**config.mk**
```make
export PLATFORM = sky130hd
export DESIGN_NAME = record_deframe_check
export DESIGN_NICKNAME = d
export VERILOG_FILES = /design/src/rdc_pkg.sv /design/src/record_deframe_check.sv
export SDC_FILE = /design/constraint.sdc
export NUM_CORES = 1
export LEC_CHECK = 0
export BUFFER_PORTS_ARGS = -buffer_cell sky130_fd_sc_hd__buf_2
export CAP_MARGIN = 40
export CORE_UTILIZATION = 45
export DETAILED_ROUTE_END_ITERATION = 12
export HOLD_SLACK_MARGIN = 0.12
export SYNTH_ARGS = -nofsm -noshare
export SYNTH_HDL_FRONTEND = slang
export SYNTH_SLANG_ARGS = --single-unit
```
**constraint.sdc**
```tcl
create_clock -name clk -period 3.1 [get_ports clk]
set_input_delay 0 -clock clk [delete_from_list [all_inputs] [get_ports clk]]
set_output_delay 0 -clock clk [all_outputs]
set_load 0.005 [all_outputs]
```
**src/rdc_pkg.sv**
```systemverilog
package rdc_pkg;

  // Result kinds
  localparam logic KIND_DATA = 1'b0;
  localparam logic KIND_END  = 1'b1;

  // End-of-record status codes
  localparam logic [1:0] ST_OK        = 2'd0;
  localparam logic [1:0] ST_BAD_SUM   = 2'd1;
  localparam logic [1:0] ST_LEN_TRUNC = 2'd2;
  localparam logic [1:0] ST_BODY_TRUNC = 2'd3;

  // Configuration register indexes
  localparam int unsigned CFG_IDX_W = 1;
  localparam logic [CFG_IDX_W-1:0] REG_DATA_SIZE = 1'd0;
  localparam logic [CFG_IDX_W-1:0] REG_TAIL_FILL = 1'd1;
  localparam int unsigned CFG_DATA_W = 16;

  // Parse phases
  localparam logic [2:0] PH_LEN_LO = 3'd0;
  localparam logic [2:0] PH_LEN_HI = 3'd1;
  localparam logic [2:0] PH_BODY   = 3'd2;
  localparam logic [2:0] PH_CK_A   = 3'd3;
  localparam logic [2:0] PH_CK_B   = 3'd4;

  typedef struct packed {
    logic [7:0] byte_value;
    logic       stream_end;
  } in_word_t;

  typedef struct packed {
    logic        out_kind;
    logic [7:0]  data_byte;
    logic [1:0]  status;
    logic [15:0] pad_count;
    logic        last;
  } out_word_t;

endpackage

```
**src/record_deframe_check.sv**
```systemverilog
// An accepted input word that owes a result word has it registered onto out_* in the next cycle.
// Throughput: one input word per cycle; in_ready drops only while a result
// word is held in the output register and out_ready is low.
// Reset (rst_n, synchronous, active low): parser back to expecting the length
// low byte, sums and counters cleared, output register empty, registers zero.
module record_deframe_check
  import rdc_pkg::*;
(
  input  logic                 clk,
  input  logic                 rst_n,

  input  logic                 in_valid,
  output logic                 in_ready,
  input  in_word_t             in_data,

  output logic                 out_valid,
  input  logic                 out_ready,
  output out_word_t            out_data,

  input  logic                 cfg_we,
  input  logic [CFG_IDX_W-1:0] cfg_index,
  input  logic [CFG_DATA_W-1:0] cfg_wdata
);

  // Configuration registers
  logic [15:0] data_size_r;
  logic        tail_fill_r;

  // Record parse state
  logic [2:0]  phase_r,     phase_nxt;
  logic [15:0] bytes_left_r, bytes_left_nxt;
  logic [15:0] wanted_left_r, wanted_left_nxt;
  logic [7:0]  sum_a_r,     sum_a_nxt;
  logic [7:0]  sum_b_r,     sum_b_nxt;
  logic [7:0]  check_a_r,   check_a_nxt;

  // Output register: parts the input side from a stalled consumer
  logic        out_valid_r, out_valid_nxt;
  out_word_t   out_data_r,  out_data_nxt;

  logic        in_acc;
  logic [7:0]  add_a;      // sum_a after taking in the current byte
  logic [2:0]  phase_eff;  // unused codes fold onto length low byte
  logic        res_vld;
  out_word_t   res;

  // Accept a new word whenever the output register is free or being drained.
  assign in_ready  = !out_valid_r || out_ready;
  assign in_acc    = in_valid && in_ready;
  assign out_valid = out_valid_r;
  assign out_data  = out_data_r;

  assign add_a     = sum_a_r + in_data.byte_value;
  assign phase_eff = (phase_r > PH_CK_B) ? PH_LEN_LO : phase_r;

  // Per-word parse step: at most one result word.
  always_comb begin
    phase_nxt       = phase_r;
    bytes_left_nxt  = bytes_left_r;
    wanted_left_nxt = wanted_left_r;
    sum_a_nxt       = sum_a_r;
    sum_b_nxt       = sum_b_r;
    check_a_nxt     = check_a_r;
    res_vld         = 1'b0;
    res             = '0;

    if (in_data.stream_end) begin
      // Stream ran dry: close the record with a truncation status.
      res_vld       = 1'b1;
      res.out_kind  = KIND_END;
      res.last      = 1'b1;
      res.status    = (phase_eff == PH_LEN_LO || phase_eff == PH_LEN_HI) ?
                      ST_LEN_TRUNC : ST_BODY_TRUNC;
      phase_nxt       = PH_LEN_LO;
      bytes_left_nxt  = '0;
      wanted_left_nxt = '0;
      sum_a_nxt       = '0;
      sum_b_nxt       = '0;
      check_a_nxt     = '0;
    end else begin
      unique case (phase_eff)
        PH_LEN_HI: begin
          sum_a_nxt      = add_a;
          sum_b_nxt      = sum_b_r + add_a;
          bytes_left_nxt = {in_data.byte_value, bytes_left_r[7:0]};
          phase_nxt      = ({in_data.byte_value, bytes_left_r[7:0]} != 16'd0) ?
                           PH_BODY : PH_CK_A;
        end
        PH_BODY: begin
          sum_a_nxt      = add_a;
          sum_b_nxt      = sum_b_r + add_a;
          bytes_left_nxt = bytes_left_r - 16'd1;
          if (bytes_left_r == 16'd1) begin
            phase_nxt = PH_CK_A;
          end
          // Deliver only the bytes the caller asked for; drop the rest.
          if (wanted_left_r != 16'd0) begin
            wanted_left_nxt = wanted_left_r - 16'd1;
            res_vld         = 1'b1;
            res.out_kind    = KIND_DATA;
            res.data_byte   = in_data.byte_value;
          end
        end
        PH_CK_A: begin
          check_a_nxt = in_data.byte_value;
          phase_nxt   = PH_CK_B;
        end
        PH_CK_B: begin
          res_vld       = 1'b1;
          res.out_kind  = KIND_END;
          res.last      = 1'b1;
          res.status    = (check_a_r == sum_a_r && in_data.byte_value == sum_b_r) ?
                          ST_OK : ST_BAD_SUM;
          res.pad_count = tail_fill_r ? wanted_left_r : 16'd0;
          phase_nxt       = PH_LEN_LO;
          bytes_left_nxt  = '0;
          wanted_left_nxt = '0;
          sum_a_nxt       = '0;
          sum_b_nxt       = '0;
          check_a_nxt     = '0;
        end
        default: begin
          // Length low byte: start a fresh record, latch the wanted size.
          sum_a_nxt       = in_data.byte_value;
          sum_b_nxt       = in_data.byte_value;
          bytes_left_nxt  = {8'd0, in_data.byte_value};
          wanted_left_nxt = data_size_r;
          check_a_nxt     = '0;
          phase_nxt       = PH_LEN_HI;
        end
      endcase
    end
  end

  // Output register: load on accept, else clear once drained.
  always_comb begin
    out_valid_nxt = out_valid_r;
    out_data_nxt  = out_data_r;
    if (in_acc) begin
      out_valid_nxt = res_vld;
      out_data_nxt  = res;
    end else if (out_ready) begin
      out_valid_nxt = 1'b0;
    end
  end

  always_ff @(posedge clk) begin
    if (!rst_n) begin
      data_size_r   <= '0;
      tail_fill_r   <= 1'b0;
      phase_r       <= PH_LEN_LO;
      bytes_left_r  <= '0;
      wanted_left_r <= '0;
      sum_a_r       <= '0;
      sum_b_r       <= '0;
      check_a_r     <= '0;
      out_valid_r   <= 1'b0;
    end else begin
      if (cfg_we) begin
        unique case (cfg_index)
          REG_DATA_SIZE: data_size_r <= cfg_wdata;
          REG_TAIL_FILL: tail_fill_r <= cfg_wdata[0];
          default: ;
        endcase
      end
      if (in_acc) begin
        phase_r       <= phase_nxt;
        bytes_left_r  <= bytes_left_nxt;
        wanted_left_r <= wanted_left_nxt;
        sum_a_r       <= sum_a_nxt;
        sum_b_r       <= sum_b_nxt;
        check_a_r     <= check_a_nxt;
      end
      out_valid_r <= out_valid_nxt;
    end
  end

  // Payload register: no reset needed.
  always_ff @(posedge clk) begin
    out_data_r <= out_data_nxt;
  end

  // Between records no counter or sum may carry over.
  a_idle_clean: assert property (@(posedge clk) disable iff (!rst_n)
    phase_r == PH_LEN_LO |-> (wanted_left_r == 16'd0 && bytes_left_r == 16'd0 &&
                             sum_a_r == 8'd0 && sum_b_r == 8'd0))
    else $error("state carried over into a new record");

  // A truncated stream always closes the record.
  a_end_closes: assert property (@(posedge clk) disable iff (!rst_n)
    in_acc && in_data.stream_end |=> phase_r == PH_LEN_LO && out_valid_r &&
                                      out_data_r.last)
    else $error("stream end did not close the record");

  // Data words carry no status or padding; end words carry last.
  a_kind_fields: assert property (@(posedge clk) disable iff (!rst_n)
    out_valid_r |-> (out_data_r.out_kind == KIND_DATA) ?
      (out_data_r.status == ST_OK && out_data_r.pad_count == 16'd0 && !out_data_r.last) :
      (out_data_r.last && out_data_r.data_byte == 8'd0))
    else $error("result word fields inconsistent with kind");

  // Parse state moves only on an accepted word.
  a_state_hold: assert property (@(posedge clk) disable iff (!rst_n)
    !in_acc |=> $stable(phase_r) && $stable(wanted_left_r))
    else $error("parse state moved without an input word");

endmodule

```
==> metrics.csv <==
stage;metric;value;unit
layout;Nets;765;
synth;FFs w/ async S/R, synth;0;%
die;initial core utilization;46.1;%
worst_setup_path;cell mode on critical path;xnor2_1;
drt;DRT Wirelength;15.1;mm
pwr;switching part of the total power;30.1;%
synth;Syn Nets;680;
layout;commonest non-fill, non-tap cell in the layout;nand2_1;
worst_setup_path;startpoint types;input port;
pwr;maximum vdd drop;0.229;mV
synth;synthesized cell area;0.00554;sq mm
worst_setup_path;crit path DAT;3.10;ns
synth;register area share after synthesis;42.5;%
worst_setup_path;Crit-path slowest cell;dlygate4sd3_1;
layout;Area growth, synth to finish;18.9;%
drt;drt pass-1 iters;5;
die;die area;0.0128;sq mm
pwr;switching power;0.979;mW
worst_setup_path;CP Class;input port to register;
drt;DR iter-0 viols;397;
pwr;share of total power in combinational logic;20.8;%
pwr;Clk pwr share;33.2;%
pwr;Flop pwr share;46.0;%
clock_tree;Clock transition at path regs;0.07;ns
layout;Post-Route Utilization;54.8;%
global_route;Overflow after GRT;0;
drt;vias post-DR;4997;
min_path;hold crit path type;input port to register;
global_route;largest net degree at the start of global routing;58;
timing;setup tns final;0;ns
worst_setup_path;Worst path max stage delay;0.53;ns
worst_setup_path;critical path depth in cells;14;
synth;FF+latch count, synth;104;
timing;endpoints failing hold;0;
synth;EDFF count, synth;27;
place;Placed Area;0.00601;sq mm
drt;Antenna Nets Post-Route;0;
pwr;PD cells;494;mW/mm^2
drt;Post-route DRC;0;
die;row count;40;
place;RePlAce Congestion;0.933;
worst_setup_path;CP cell instances;dlygate4sd3_1 -> buf_2 -> ha_1 -> fa_1 -> a21o_1 -> a21oi_2 -> xnor2_1 -> ha_1 -> nand3_1 -> o211ai_1 -> o41ai_2 -> xnor2_1 -> xnor2_1 -> o22ai_1;
timing;Worst Max-Slew Pin Slew;0.865;ns
timing;RSZ-0062 raised after global routing;false;
die;Die Ht;113;microns
synth;Synth Instances;630;
die;Die W;113;microns
place;Post-DP HPWL;10.6;mm
clock_tree;Clock Tree Buf Depth;2;
clock_tree;CTS tree;done;
global_route;vias in the first global route;4658;
layout;share of cells above drive strength 1;14.9;%
worst_setup_path;Worst path top cell family by delay;adder cells;
die;Boundary Pins;61;
pwr;total power;3.25;mW
timing;Slew Viols, Final;0;
worst_setup_path;buffers and inverters on the worst path;2;
synth;library cells used by synthesis;63;
clock_tree;worst skew pair latency;0.36;ns
timing;Tcrit/Tclk final;93.1;%
run;Max-Cap Viols;0;
layout;Diodes inserted;0;
worst_setup_path;CP Capture Type;register;
die;core area;0.0120;sq mm
place;IO buf count;60;
synth;predominant post-synthesis flop cell;dfxtp_1;
worst_setup_path;crit-path max FO;7;
timing;Slew HR;41.9;%
pwr;leakage power total;2.62;nW
status;status;completed;
drt;Via density;5.76;
layout;final instance area;0.00659;sq mm
synth;Syn. warnings;0;
timing;Fmax;346;MHz
drt;wire length per cell;17.4;microns
worst_setup_path;Worst Path Required;3.32;ns
worst_setup_path;R2R Setup Slk;0.26;ns
layout;most frequent cells in the layout;nand2_1, dfxtp_1, buf_2;
global_route;first-pass GRT wire length;24.4;mm
clock_tree;clk sinks;104;
worst_setup_path;RR Endpoint;sum_b_r[7];
synth;syn_area_per_cell;8.79;sq um
worst_setup_path;Reg2Reg Depth;12;
timing;final setup vio count;0;
worst_setup_path;Worst Setup EP;sum_b_r[7];
clock_tree;clock root cell;clkbuf_16;
timing;skew final;0.00601;ns
global_route;initial antenna violation count;0;
pwr;internal power;2.27;mW
global_route;total track usage;24.6;%
worst_setup_path;crit path from;in_data[1];
timing;Final min period;2.89;ns
clock_tree;H-tree levels;3;
worst_setup_path;RR Startpoint;sum_a_r[0];
clock_tree;CTS Buf Count;9;
## metal layers
metal | vias up | global-route usage, % | wire [microns]
met5 | - | 0 | 0
met2 | 182 | 38.0 | 6580
met1 | 2341 | 35.1 | 7210
met4 | 0 | 9.30 | 280
met3 | 21 | 3.48 | 1040
li1 | 2453 | - | -
## Yosys cell counts (5+ instances only)
cell type,count,area [sq um]
a21oi_1,49,245
a221o_1,7,70.1
nand4_1,5,31.3
xor2_1,11,96.3
nor2b_1,7,43.8
and2_1,27,169
a22oi_1,29,218
a22o_1,7,61.3
nor3_1,23,115
edfxtp_1,27,811
nor4_1,7,43.8
clkbuf_1,25,93.8
dfxtp_1,77,1540
nand3_1,6,30.0
o21ai_0,36,180
nand2_1,85,319
ha_1,17,213
xnor2_1,28,245
nor3b_1,7,52.6
o2111ai_1,8,70.1
inv_1,16,60.1
nor2_1,53,199
## final cells by class
cell class                 count  area, sq um
tap                          147          184
clock buffer                  10          229
fill                        1098         5420
multi-input combinational    477         3000
clock inverter                 6         45.0
inverter                      17         63.8
timing repair buffer         106          716
sequential                   104         2350
## cell families (layout without fill, tap and decap cells)
logic type | Yosys count | count (layout) | share of synthesized area, %
buffers and inverters | 49 | 139 | 3.64
DFF | 104 | 104 | 42.5
adders and majority gates | 19 | 19 | 4.56
and+or+nand+nor | 247 | 247 | 22.7
AOI/OAI and AO/OA | 172 | 172 | 20.5
xor gates and xnor gates | 39 | 39 | 6.17
## through the flow
step	hold WS (ns)	setup slack, ns	std cells
2_1_floorplan	0.0989	0.389	630
3_3_place_gp	0.242	0.155	820
3_5_place_dp	0.249	0.127	822
4_1_cts	0.139	0.0811	867
5_1_grt	0.170	0.0189	867
6_report	0.143	0.214	867
## tightest hold or removal path: stages
cell       delay, ns
buf_2           0.11
buf_4           0.18
o2111ai_1       0.09
a21oi_1         0.07
## flip-flops by register name, summed over array words and instances (netlist names)
signal / count
check_a_r: 8
sum_a_r: 8
tail_fill_r: 1
out_data: 27
data_size_r: 16
bytes_left_r: 16
sum_b_r: 8
phase_r: 3
wanted_left_r: 16
out_valid: 1
## repair_timing
item | in CTS | in global routing
buffers inserted | 0 | 0
setup endpoints to repair | 0 | 1
resized for setup | 0 | 2
hold endpoints to repair | 26 | 0
hold buffers | 29 | 0
## power by group through the flow
stage	clock network, mW	registers, mW	logic [mW]
after floorplan	0	1.51	0.455
after global placement	0	1.52	0.626
after detailed placement	0	1.53	0.636
after CTS	1.10	1.50	0.668
after global routing	1.15	1.50	0.743
final	1.08	1.50	0.676
## worst min path at each step
stage            startpoint             end  slack, ns  cells past startpoint
6_report         in_data[3]    check_a_r[2]       0.14                      4
5_1_grt          in_data[3]    check_a_r[2]       0.17                      4
4_1_cts          in_data[0]    out_data[18]       0.14                      1
3_5_place_dp   cfg_wdata[6]  data_size_r[6]       0.25                      3
3_3_place_gp   cfg_wdata[4]  data_size_r[4]       0.24                      3
2_1_floorplan    in_data[0]    out_data[18]        0.1                      0
(Power assumes the default switching activity.)
